--- config.mk ---
export PLATFORM = sky130hd
export DESIGN_NAME = switch_command_ack_engine
export DESIGN_NICKNAME = d
export VERILOG_FILES = /design/src/rtl/core/swack_pkg.sv /design/src/rtl/core/swack_front.sv /design/src/rtl/core/swack_queue.sv /design/src/rtl/core/swack_back.sv /design/src/rtl/core/switch_command_ack_engine.sv
export SDC_FILE = /design/constraint.sdc
export NUM_CORES = 1
export LEC_CHECK = 0
export BUFFER_PORTS_ARGS = -buffer_cell sky130_fd_sc_hd__buf_2
export CORE_ASPECT_RATIO = 1.2
export CORE_MARGIN = 2
export CORE_UTILIZATION = 45
export CTS_BUF_LIST = sky130_fd_sc_hd__clkbuf_2
export CTS_CLUSTER_SIZE = 25
export DETAILED_ROUTE_END_ITERATION = 10
export GPL_TIMING_DRIVEN = 0
export RECOVER_POWER = 25
export SETUP_SLACK_MARGIN = 0.5
export SYNTH_ARGS = -nofsm -noshare
export SYNTH_HDL_FRONTEND = slang
export SYNTH_SLANG_ARGS = --single-unit
--- constraint.sdc ---
create_clock -name clock -period 7.35 [get_ports clock]
set_input_delay 1.47 -clock clock [delete_from_list [all_inputs] [get_ports clock]]
set_output_delay 1.47 -clock clock [all_outputs]
set_load 0.03 [all_outputs]
--- src/rtl/core/swack_pkg.sv ---
`default_nettype none
package swack_pkg;

   localparam int ATTEMPT_W     = 2;
   localparam int BURST_DEFAULT = 3;
   localparam int TIMER_W       = 16;
   localparam int WIN_LEN       = 11;
   localparam int FRAME_LEN     = 10;
   localparam int IDX_W         = 4;
   localparam int QUEUE_DEPTH   = 4;
   localparam int CSR_ADDR_W    = 3;

   localparam logic [TIMER_W-1:0] GAP_RESET   = 16'd100;
   localparam logic [TIMER_W-1:0] FINAL_RESET = 16'd2000;

   localparam logic [7:0] SYNC0     = 8'hAA;
   localparam logic [7:0] SYNC1     = 8'h55;
   localparam logic [7:0] LEN_HI    = 8'h00;
   localparam logic [7:0] LEN_CMD   = 8'h0A;
   localparam logic [7:0] LEN_ACK   = 8'h0B;
   localparam logic [7:0] TAIL_CR   = 8'h0D;
   localparam logic [7:0] TAIL_LF   = 8'h0A;
   localparam logic [7:0] ACK_OK    = 8'h00;

   localparam logic [7:0] CMD_LIGHT  = 8'h02;
   localparam logic [7:0] CMD_PUMP   = 8'h04;
   localparam logic [7:0] CMD_UWB    = 8'h06;
   localparam logic [7:0] CMD_FAN    = 8'h07;
   localparam logic [7:0] CMD_CAMERA = 8'h09;

   typedef enum logic [1:0] {
      FUNC_REQUEST = 2'd0,
      FUNC_RX_BYTE = 2'd1,
      FUNC_TICK    = 2'd2,
      FUNC_FAIL    = 2'd3
   } func_type;

   typedef enum logic [2:0] {
      RES_SUCCESS   = 3'd0,
      RES_REFUSED   = 3'd1,
      RES_NO_REPLY  = 3'd2,
      RES_UNKNOWN   = 3'd3,
      RES_SEND_FAIL = 3'd4,
      RES_BUSY      = 3'd5
   } result_code_type;

   typedef enum logic {
      FE_IDLE   = 1'b0,
      FE_ACTIVE = 1'b1
   } front_state_type;

   typedef enum logic {
      CSR_GAP   = 1'b0,
      CSR_FINAL = 1'b1
   } csr_index_type;

   typedef struct packed {
      logic            is_result;
      logic [7:0]      cmd;
      result_code_type code;
      logic            on;
   } action_type;

   function automatic logic cmd_known(input logic [7:0] cmd);
      return (cmd == CMD_LIGHT) || (cmd == CMD_PUMP) || (cmd == CMD_UWB) ||
             (cmd == CMD_FAN) || (cmd == CMD_CAMERA);
   endfunction

   function automatic logic [15:0] chk_bytes(input logic [7:0] cmd, input logic on);
      logic [15:0] r;
      r = 16'h0000;
      unique case (cmd)
         CMD_PUMP:   r = on ? 16'hF71F : 16'h36DF;
         CMD_UWB:    r = on ? 16'hF67F : 16'h37BF;
         CMD_FAN:    r = on ? 16'hF7EF : 16'h362F;
         CMD_CAMERA: r = on ? 16'hF38F : 16'h324F;
         default:    r = on ? 16'hF4BF : 16'h357F;
      endcase
      return r;
   endfunction

   function automatic logic [7:0] frame_byte(input logic [7:0] cmd, input logic on,
                                             input logic [IDX_W-1:0] idx);
      logic [15:0] chk;
      logic [7:0]  b;
      chk = chk_bytes(cmd, on);
      b   = 8'h00;
      unique case (idx)
         4'd0:    b = SYNC0;
         4'd1:    b = SYNC1;
         4'd2:    b = LEN_HI;
         4'd3:    b = LEN_CMD;
         4'd4:    b = cmd;
         4'd5:    b = {7'd0, on};
         4'd6:    b = chk[15:8];
         4'd7:    b = chk[7:0];
         4'd8:    b = TAIL_CR;
         4'd9:    b = TAIL_LF;
         default: b = 8'h00;
      endcase
      return b;
   endfunction

endpackage
`default_nettype wire

--- src/rtl/core/swack_front.sv ---
`default_nettype none
module swack_front #(
   parameter int BURST_COUNT = swack_pkg::BURST_DEFAULT
) (
   input  wire                                 clock,
   input  wire                                 reset,
   input  wire  [swack_pkg::TIMER_W-1:0]       gap_ticks,
   input  wire  [swack_pkg::TIMER_W-1:0]       final_wait_ticks,
   input  wire                                 req_tvalid,
   output logic                                req_tready,
   input  wire  [1:0]                          req_tuser,
   input  wire  [23:0]                         req_tdata,
   input  wire                                 queue_full,
   output logic                                push,
   output swack_pkg::action_type               push_entry
);
   import swack_pkg::*;

   localparam logic [ATTEMPT_W-1:0] BURST_LIMIT = ATTEMPT_W'(BURST_COUNT);

   front_state_type       state_ff, state_in;
   logic [ATTEMPT_W-1:0]  attempt_ff, attempt_in;
   logic [TIMER_W-1:0]    timer_ff, timer_in;
   logic                  nack_ff, nack_in;
   logic [7:0]            job_cmd_ff, job_cmd_in;
   logic                  job_on_ff, job_on_in;
   logic [7:0]            window_ff [WIN_LEN];
   logic [7:0]            window_in [WIN_LEN];

   logic            accept;
   func_type        func;
   logic [7:0]      cmd;
   logic            on;
   logic [7:0]      rx;
   logic            known;
   logic            ack_hit;
   logic            ack_ok;
   logic            expired;
   logic            last_attempt;
   logic [ATTEMPT_W-1:0] next_attempt;
   logic [TIMER_W-1:0]   next_arm;

   assign req_tready   = !queue_full;
   assign accept       = req_tvalid && req_tready;
   assign func         = func_type'(req_tuser);
   assign cmd          = req_tdata[7:0];
   assign on           = req_tdata[8];
   assign rx           = req_tdata[16:9];
   assign known        = cmd_known(cmd);
   // window after the shift: old entries 1..10 plus the new byte
   assign ack_hit      = (window_ff[1] == SYNC0) && (window_ff[2] == SYNC1) &&
                         (window_ff[3] == LEN_HI) && (window_ff[4] == LEN_ACK) &&
                         (window_ff[10] == TAIL_CR) && (rx == TAIL_LF) &&
                         (window_ff[5] == job_cmd_ff);
   assign ack_ok       = (window_ff[6] == ACK_OK);
   assign expired      = (timer_ff <= TIMER_W'(1));
   assign last_attempt = (attempt_ff >= BURST_LIMIT);
   assign next_attempt = attempt_ff + ATTEMPT_W'(1);
   assign next_arm     = (next_attempt < BURST_LIMIT) ? gap_ticks : final_wait_ticks;

   always_comb begin
      state_in = state_ff;
      if (accept) begin
         unique case (state_ff)
            FE_IDLE: begin
               if (func == FUNC_REQUEST && known) state_in = FE_ACTIVE;
            end
            FE_ACTIVE: begin
               unique case (func)
                  FUNC_REQUEST: state_in = FE_ACTIVE;
                  FUNC_RX_BYTE: if (ack_hit && ack_ok) state_in = FE_IDLE;
                  FUNC_TICK:    if (expired && last_attempt) state_in = FE_IDLE;
                  FUNC_FAIL:    state_in = FE_IDLE;
               endcase
            end
         endcase
      end
   end

   always_comb begin
      attempt_in = attempt_ff;
      timer_in   = timer_ff;
      nack_in    = nack_ff;
      job_cmd_in = job_cmd_ff;
      job_on_in  = job_on_ff;
      window_in  = window_ff;
      push       = 1'b0;
      push_entry = '{is_result: 1'b1, cmd: job_cmd_ff, code: RES_SUCCESS, on: job_on_ff};
      if (accept) begin
         unique case (func)
            FUNC_REQUEST: begin
               if (state_ff == FE_ACTIVE) begin
                  push       = 1'b1;
                  push_entry = '{is_result: 1'b1, cmd: cmd, code: RES_BUSY, on: on};
               end else begin
                  for (int i = 0; i < WIN_LEN; i++) window_in[i] = 8'h00;
                  push = 1'b1;
                  if (!known) begin
                     push_entry = '{is_result: 1'b1, cmd: cmd, code: RES_UNKNOWN, on: on};
                  end else begin
                     job_cmd_in = cmd;
                     job_on_in  = on;
                     nack_in    = 1'b0;
                     attempt_in = ATTEMPT_W'(1);
                     timer_in   = (BURST_LIMIT > ATTEMPT_W'(1)) ? gap_ticks
                                                                : final_wait_ticks;
                     push_entry = '{is_result: 1'b0, cmd: cmd, code: RES_SUCCESS, on: on};
                  end
               end
            end
            FUNC_RX_BYTE: begin
               for (int i = 0; i < WIN_LEN - 1; i++) window_in[i] = window_ff[i+1];
               window_in[WIN_LEN-1] = rx;
               if (state_ff == FE_ACTIVE && ack_hit) begin
                  if (ack_ok) begin
                     push       = 1'b1;
                     attempt_in = '0;
                     timer_in   = '0;
                     nack_in    = 1'b0;
                  end else begin
                     nack_in = 1'b1;
                  end
               end
            end
            FUNC_TICK: begin
               if (state_ff == FE_ACTIVE) begin
                  if (!expired) begin
                     timer_in = timer_ff - TIMER_W'(1);
                  end else if (!last_attempt) begin
                     attempt_in = next_attempt;
                     timer_in   = next_arm;
                     push       = 1'b1;
                     push_entry = '{is_result: 1'b0, cmd: job_cmd_ff, code: RES_SUCCESS,
                                    on: job_on_ff};
                  end else begin
                     push       = 1'b1;
                     push_entry.code = nack_ff ? RES_REFUSED : RES_NO_REPLY;
                     attempt_in = '0;
                     timer_in   = '0;
                     nack_in    = 1'b0;
                  end
               end
            end
            FUNC_FAIL: begin
               if (state_ff == FE_ACTIVE) begin
                  push            = 1'b1;
                  push_entry.code = RES_SEND_FAIL;
                  attempt_in      = '0;
                  timer_in        = '0;
                  nack_in         = 1'b0;
               end
            end
         endcase
      end
   end

   always_ff @(posedge clock) begin
      if (reset) begin
         state_ff   <= FE_IDLE;
         attempt_ff <= '0;
         timer_ff   <= '0;
         nack_ff    <= 1'b0;
         job_cmd_ff <= '0;
         job_on_ff  <= 1'b0;
         for (int i = 0; i < WIN_LEN; i++) window_ff[i] <= 8'h00;
      end else begin
         state_ff   <= state_in;
         attempt_ff <= attempt_in;
         timer_ff   <= timer_in;
         nack_ff    <= nack_in;
         job_cmd_ff <= job_cmd_in;
         job_on_ff  <= job_on_in;
         window_ff  <= window_in;
      end
   end

   a_idle_clean: assert property (@(posedge clock) disable iff (reset)
      state_ff == FE_IDLE |-> attempt_ff == '0 && !nack_ff)
      else $error("idle front holds job progress");

   a_active_attempt: assert property (@(posedge clock) disable iff (reset)
      state_ff == FE_ACTIVE |-> attempt_ff != '0 && attempt_ff <= BURST_LIMIT)
      else $error("attempt count out of range");

   a_start_frame: assert property (@(posedge clock) disable iff (reset)
      $rose(state_ff == FE_ACTIVE) |-> $past(push) && !$past(push_entry.is_result))
      else $error("job started without a frame");

endmodule
`default_nettype wire

--- src/rtl/core/swack_queue.sv ---
`default_nettype none
module swack_queue (
   input  wire                      clock,
   input  wire                      reset,
   input  wire                      push,
   input  swack_pkg::action_type    push_entry,
   input  wire                      pop,
   output swack_pkg::action_type    head,
   output logic                     not_empty,
   output logic                     full
);
   import swack_pkg::*;

   localparam int PTR_W = $clog2(QUEUE_DEPTH);
   localparam int CNT_W = $clog2(QUEUE_DEPTH + 1);

   action_type         slot_ff [QUEUE_DEPTH];
   logic [PTR_W-1:0]   wr_ff, wr_in;
   logic [PTR_W-1:0]   rd_ff, rd_in;
   logic [CNT_W-1:0]   count_ff, count_in;
   logic               do_push, do_pop;

   assign not_empty = (count_ff != '0);
   assign full      = (count_ff == CNT_W'(QUEUE_DEPTH));
   assign head      = slot_ff[rd_ff];
   assign do_push   = push && !full;
   assign do_pop    = pop && not_empty;

   always_comb begin
      wr_in    = wr_ff;
      rd_in    = rd_ff;
      count_in = count_ff;
      if (do_push)
         wr_in = (wr_ff == PTR_W'(QUEUE_DEPTH - 1)) ? '0 : wr_ff + PTR_W'(1);
      if (do_pop)
         rd_in = (rd_ff == PTR_W'(QUEUE_DEPTH - 1)) ? '0 : rd_ff + PTR_W'(1);
      if (do_push && !do_pop)
         count_in = count_ff + CNT_W'(1);
      else if (do_pop && !do_push)
         count_in = count_ff - CNT_W'(1);
   end

   always_ff @(posedge clock) begin
      if (reset) begin
         wr_ff    <= '0;
         rd_ff    <= '0;
         count_ff <= '0;
      end else begin
         wr_ff    <= wr_in;
         rd_ff    <= rd_in;
         count_ff <= count_in;
      end
   end

   always_ff @(posedge clock) begin
      if (do_push) slot_ff[wr_ff] <= push_entry;
   end

   a_count_range: assert property (@(posedge clock) disable iff (reset)
      count_ff <= CNT_W'(QUEUE_DEPTH))
      else $error("queue count overflow");

endmodule
`default_nettype wire

--- src/rtl/core/swack_back.sv ---
`default_nettype none
module swack_back (
   input  wire                      clock,
   input  wire                      reset,
   input  swack_pkg::action_type    head,
   input  wire                      not_empty,
   output logic                     pop,
   output logic                     rsp_tvalid,
   input  wire                      rsp_tready,
   output logic                     rsp_tlast,
   output logic [0:0]               rsp_tuser,
   output logic [15:0]              rsp_tdata
);
   import swack_pkg::*;

   logic [IDX_W-1:0]  idx_ff, idx_in;
   logic              valid_ff, valid_in;
   logic              kind_ff, kind_in;
   logic [7:0]        byte_ff, byte_in;
   logic              last_ff, last_in;
   logic [2:0]        code_ff, code_in;
   logic              on_ff, on_in;
   logic              out_free, load, frame_end;

   assign out_free  = !valid_ff || rsp_tready;
   assign load      = out_free && not_empty;
   assign frame_end = (idx_ff == IDX_W'(FRAME_LEN - 1));
   assign pop       = load && (head.is_result || frame_end);

   always_comb begin
      idx_in   = idx_ff;
      valid_in = valid_ff && !rsp_tready;
      kind_in  = kind_ff;
      byte_in  = byte_ff;
      last_in  = last_ff;
      code_in  = code_ff;
      on_in    = on_ff;
      if (load) begin
         valid_in = 1'b1;
         kind_in  = head.is_result;
         if (head.is_result) begin
            byte_in = 8'h00;
            last_in = 1'b0;
            code_in = head.code;
            on_in   = head.on;
         end else begin
            byte_in = frame_byte(head.cmd, head.on, idx_ff);
            last_in = frame_end;
            code_in = RES_SUCCESS;
            on_in   = 1'b0;
            idx_in  = frame_end ? '0 : idx_ff + IDX_W'(1);
         end
      end
   end

   always_ff @(posedge clock) begin
      if (reset) begin
         idx_ff   <= '0;
         valid_ff <= 1'b0;
      end else begin
         idx_ff   <= idx_in;
         valid_ff <= valid_in;
      end
   end

   always_ff @(posedge clock) begin
      kind_ff <= kind_in;
      byte_ff <= byte_in;
      last_ff <= last_in;
      code_ff <= code_in;
      on_ff   <= on_in;
   end

   assign rsp_tvalid = valid_ff;
   assign rsp_tlast  = last_ff;
   assign rsp_tuser  = kind_ff;
   assign rsp_tdata  = {4'd0, on_ff, code_ff, byte_ff};

   a_result_not_last: assert property (@(posedge clock) disable iff (reset)
      valid_ff && kind_ff |-> !last_ff)
      else $error("job result marked as frame end");

   a_idx_range: assert property (@(posedge clock) disable iff (reset)
      idx_ff < IDX_W'(FRAME_LEN))
      else $error("frame byte index out of range");

endmodule
`default_nettype wire

--- src/rtl/core/switch_command_ack_engine.sv ---
`default_nettype none
// Switch command and acknowledge engine. A request item (tuser = request) starts a job:
// the 10-byte command frame is sent as ten rsp items (tuser = 0, tlast on the tenth),
// then received bytes are matched through an 11-byte window for an ack of the same
// command, and tick items count down the wait before each resend (up to BURST_COUNT
// attempts). Each job ends in one result item (tuser = 1). Every request, byte, tick or
// failure report is taken at once unless the queue is full; requests and resends queue
// one frame entry, which drains at one byte per cycle while rsp_tready is high, so
// req_tready drops only while the four-entry front-to-emitter action queue is full.
module switch_command_ack_engine #(
   parameter int BURST_COUNT = swack_pkg::BURST_DEFAULT
) (
   input  wire                                 clock,
   input  wire                                 reset,
   input  wire                                 req_tvalid,
   output logic                                req_tready,
   input  wire  [1:0]                          req_tuser,   // func
   input  wire  [23:0]                         req_tdata,   // cmd_code, turn_on, rx_byte
   output logic                                rsp_tvalid,
   input  wire                                 rsp_tready,
   output logic                                rsp_tlast,   // last_of_frame
   output logic [0:0]                          rsp_tuser,   // kind
   output logic [15:0]                         rsp_tdata,   // tx_byte, result_code, result_on
   input  wire                                 csr_psel,
   input  wire                                 csr_penable,
   input  wire                                 csr_pwrite,
   input  wire  [swack_pkg::CSR_ADDR_W-1:0]    csr_paddr,
   input  wire  [31:0]                         csr_pwdata,
   output logic [31:0]                         csr_prdata,
   output logic                                csr_pready
);
   import swack_pkg::*;

   logic [TIMER_W-1:0] gap_ff, gap_in;
   logic [TIMER_W-1:0] final_ff, final_in;
   csr_index_type      csr_index;
   logic               csr_write;

   logic        queue_full, queue_not_empty, push, pop;
   action_type  push_entry, head;

   assign csr_pready = 1'b1;
   assign csr_index  = csr_index_type'(csr_paddr[2]);
   assign csr_write  = csr_psel && csr_penable && csr_pwrite && csr_pready;

   always_comb begin
      gap_in   = gap_ff;
      final_in = final_ff;
      if (csr_write) begin
         unique case (csr_index)
            CSR_GAP:   gap_in   = csr_pwdata[TIMER_W-1:0];
            CSR_FINAL: final_in = csr_pwdata[TIMER_W-1:0];
         endcase
      end
   end

   always_comb begin
      unique case (csr_index)
         CSR_GAP:   csr_prdata = {16'd0, gap_ff};
         CSR_FINAL: csr_prdata = {16'd0, final_ff};
      endcase
   end

   always_ff @(posedge clock) begin
      if (reset) begin
         gap_ff   <= GAP_RESET;
         final_ff <= FINAL_RESET;
      end else begin
         gap_ff   <= gap_in;
         final_ff <= final_in;
      end
   end

   swack_front #(.BURST_COUNT(BURST_COUNT)) u_front (
      .clock            (clock),
      .reset            (reset),
      .gap_ticks        (gap_ff),
      .final_wait_ticks (final_ff),
      .req_tvalid       (req_tvalid),
      .req_tready       (req_tready),
      .req_tuser        (req_tuser),
      .req_tdata        (req_tdata),
      .queue_full       (queue_full),
      .push             (push),
      .push_entry       (push_entry)
   );

   swack_queue u_queue (
      .clock      (clock),
      .reset      (reset),
      .push       (push),
      .push_entry (push_entry),
      .pop        (pop),
      .head       (head),
      .not_empty  (queue_not_empty),
      .full       (queue_full)
   );

   swack_back u_back (
      .clock      (clock),
      .reset      (reset),
      .head       (head),
      .not_empty  (queue_not_empty),
      .pop        (pop),
      .rsp_tvalid (rsp_tvalid),
      .rsp_tready (rsp_tready),
      .rsp_tlast  (rsp_tlast),
      .rsp_tuser  (rsp_tuser),
      .rsp_tdata  (rsp_tdata)
   );

endmodule
`default_nettype wire

==> summary.txt <==
Power and ir drop
  – P per Cell Area: 259.2 nW/um2
  – Leak: 4.267 nW
  – Maximum vdd ir drop: 0.09296 mV

Setup path
  – Critical R2R Launch: u_front.timer_ff[2]
  – Worst setup SP type: primary input
  – Critical Path End Type: output pin
  – Critical-path cell list: clkbuf_1 -> buf_1 -> mux2_2 -> buf_2
  – RR Endpoint: u_queue.count_ff[2]
  – Crit-path max cell delay: 0.51 ns
  – Crit. Startpoint: csr_paddr[2]
  – Reg2Reg Setup Slack: 3.33 ns
  – Worst path slowest cell: buf_1
  – WS Path Type: primary input to output pin
  – Worst EP arrival: 2.99 ns
  – Crit path capture: csr_prdata[12]
  – Maximum net fanout on the critical path: 10
  – Register-to-Register Path Depth: 14
  – Req. time, crit path: 5.88 ns

Die
  – Core area: 22,220 um2
  – Die width: 140.7 um
  – Starting Density: 0.4542
  – Die Ht: 168.1 um
  – Die ar.: 23,650 um2
  – # rows: 60
  – Top-Level Pins: 121

Placement
  – Pre-CTS setup slack: 2.729 ns
  – Dpl hpwl: 18.28 mm
  – Number of port buffers: 72
  – Post-DP Area: 10,870 um2
  – Placer congestion estimate: 0.9264

Timing
  – Worst hold slack: 0.4612 ns
  – Setup_tns: 0 ns
  – Worst slew pin tran: 0.8794 ns
  – Period utilization: 0.6072
  – Post-route clock skew: 0.05823 ns
  – Peak Freq: 224.1 MHz
  – Final WS setup: 2.887 ns
  – RSZ-0062 raised after global routing: no
  – Setup Viol. Count Final: 0
  – Max Slew Vio Count: 0
  – Slew margin rel.: 0.4137
  – Count of final hold-check violations: 0
  – Final min period: 4.463 ns

Global routing
  – Vias in the first global route: 7,761
  – First-pass GRT wire length: 40.69 mm
  – Total global routing track utilization: 0.2141
  – Grt ovf: 0
  – Largest net degree at the start of global routing: 16
  – Initial antenna violation count: 2

Drt
  – DRC viols: 0
  – Iter 0 DRT Violations: 561
  – Vias: 8,112
  – Routed WL: 25.65 mm
  – Via density: 5.422
  – Final ANT Viol Nets: 0
  – Mean routed wirelength per cell: 17.14 um
  – Drt pass-1 iters: 6

Clock network
  – Post_cts resized: 0
  – Clk buf depth: 3
  – Setup bufs post-CTS: 0
  – CTS tree: built
  – # hold bufs at CTS: 0
  – Clk_lat worst skew: 0.84 ns
  – CTS Buf Count: 57
  – CTS H-tree lvls: 2
  – Reg clk slew, reported paths: 0.09 ns
  – Root Buffer: clkbuf_2
  – CTS sink cnt: 221

Logic synthesis
  – Post-synth top flop: dfxtp_1
  – Mapped Area: 10,090 um2
  – Yosys warns: 0
  – Syn Inst Count: 1,017
  – Count of different cell masters after synthesis: 75
  – Syn Area/Cell: 9.923 um2
  – Fraction of registers with async set/reset: 0
  – Synthesis-stage register bit count: 221
  – Post-synth EDFFs: 66
  – Register area share after synthesis: 0.5038

Finish
  – Fillers: 2,159
  – Total Nets Final: 1,247
  – Commonest non-fill, non-tap cells in the layout: 155 x dfxtp_1, 135 x nor2_1, 98 x nand2_1
  – Commonest non-fill, non-tap cell in the layout: dfxtp_1
  – Final instance area: 11,380 um2
  – Area of the multi-input gates: 4551 um2
  – Register area: 5085 um2
  – Area Growth Syn to Fin: 12.73%
  – Share of layout cells above drive strength 1: 0.1933

Status
  – Outcome: complete, no violations

Min path
  – Hold Crit Class: register to register

Job
  – MaxCap Viol Count: 0
[registers in the layout, indices dropped and copies added, names as in the netlist, 2 cells and up, named ones only]
| register | count |
|---|---|
| u_front.window_ff | 80 |
| u_queue.slot_ff | 52 |
| final_ff | 16 |
| gap_ff | 16 |
| u_front.timer_ff | 16 |
| u_back.byte_ff | 8 |
| u_front.job_cmd_ff | 8 |
| u_back.idx_ff | 4 |
| u_back.code_ff | 3 |
| u_queue.count_ff | 3 |
| u_front.attempt_ff | 2 |
| u_queue.rd_ff | 2 |
| u_queue.wr_ff | 2 |
[critical path, delay by kind of cell]
family | cells | cell delay [ns]
mux | 1 | 0.42
buf+inv | 3 | 1.10
[cell usage after synthesis, types with 12 or more instances]
library cell / instances / area share
buf_4: 23 / 0.017
inv_1: 18 / 0.0067
clkbuf_1: 54 / 0.020
nand2_1: 98 / 0.036
o211ai_1: 12 / 0.0089
a211oi_1: 13 / 0.0097
a21oi_1: 52 / 0.026
o21ai_0: 25 / 0.012
mux4_2: 13 / 0.029
nand3_1: 17 / 0.0084
edfxtp_1: 66 / 0.20
mux2_2: 26 / 0.029
a22oi_1: 83 / 0.062
xnor2_1: 14 / 0.012
nor2_1: 134 / 0.050
nor3_1: 25 / 0.012
dfxtp_1: 155 / 0.31
mux2i_1: 15 / 0.015
[worst min-delay path by stage]
| stage | startpoint | endpoint | depth (start not counted) |
|---|---|---|---|
| floorplan | u_front.job_on_ff | u_front.job_on_ff | 2 |
| global placement | u_front.job_on_ff | u_front.job_on_ff | 2 |
| detailed placement | u_front.job_on_ff | u_front.job_on_ff | 2 |
| CTS | u_front.job_on_ff | u_front.job_on_ff | 2 |
| global route | u_front.job_on_ff | u_front.job_on_ff | 2 |
| finish | u_front.job_on_ff | u_front.job_on_ff | 2 |
[metal layers]
layer	up-vias	global-route usage	wire [um]
met5	-	0	7
met2	234	0.3544	12240
met3	32	0.04323	1379
met1	3787	0.2834	11580
li1	4057	-	-
met4	2	0.06739	444
[cells by family (layout without fill, tap and decap cells)]
kind of cell,count (synthesis),count (layout),synth area share
AOI/OAI and AO/OA,240,240,0.1669
other,2,22,0.0007441
xor gates and xnor gates,21,21,0.01823
DFF,221,221,0.5038
and+or+nand+nor,362,362,0.1710
muxes,54,54,0.07290
buffers and inverters,106,286,0.05207
adders and majority gates,11,11,0.01438
[where the power goes]
group | switching [mW] | leakage [nW] | internal, mW | total [mW]
registers | 0.0398 | 1.88 | 1.35 | 1.39
logic | 0.491 | 1.99 | 0.261 | 0.753
clock network | 0.500 | 0.393 | 0.307 | 0.808
[metrics by stage]
step | util | power [mW] | std cells
after global routing | 0.5120 | 3.126 | 1496
after floorplan | - | 1.972 | 1036
after detailed placement | 0.4893 | 2.173 | 1387
after global placement | 0.4893 | 2.167 | 1387
after CTS | 0.5124 | 2.990 | 1494
final | 0.5120 | 2.949 | 1496
[layout make-up]
type,count,area share
flip-flops and latches,221,0.4469
inverters,18,0.005939
plain buffers,88,0.03915
diodes,1,0.0002199
clock inverters,24,0.008578
repair buffers,73,0.03200
multi-input cells,709,0.4000
well taps,279,0.03068
clock buffers,83,0.03651
Note: power is estimated with default switching activity, not from simulation.
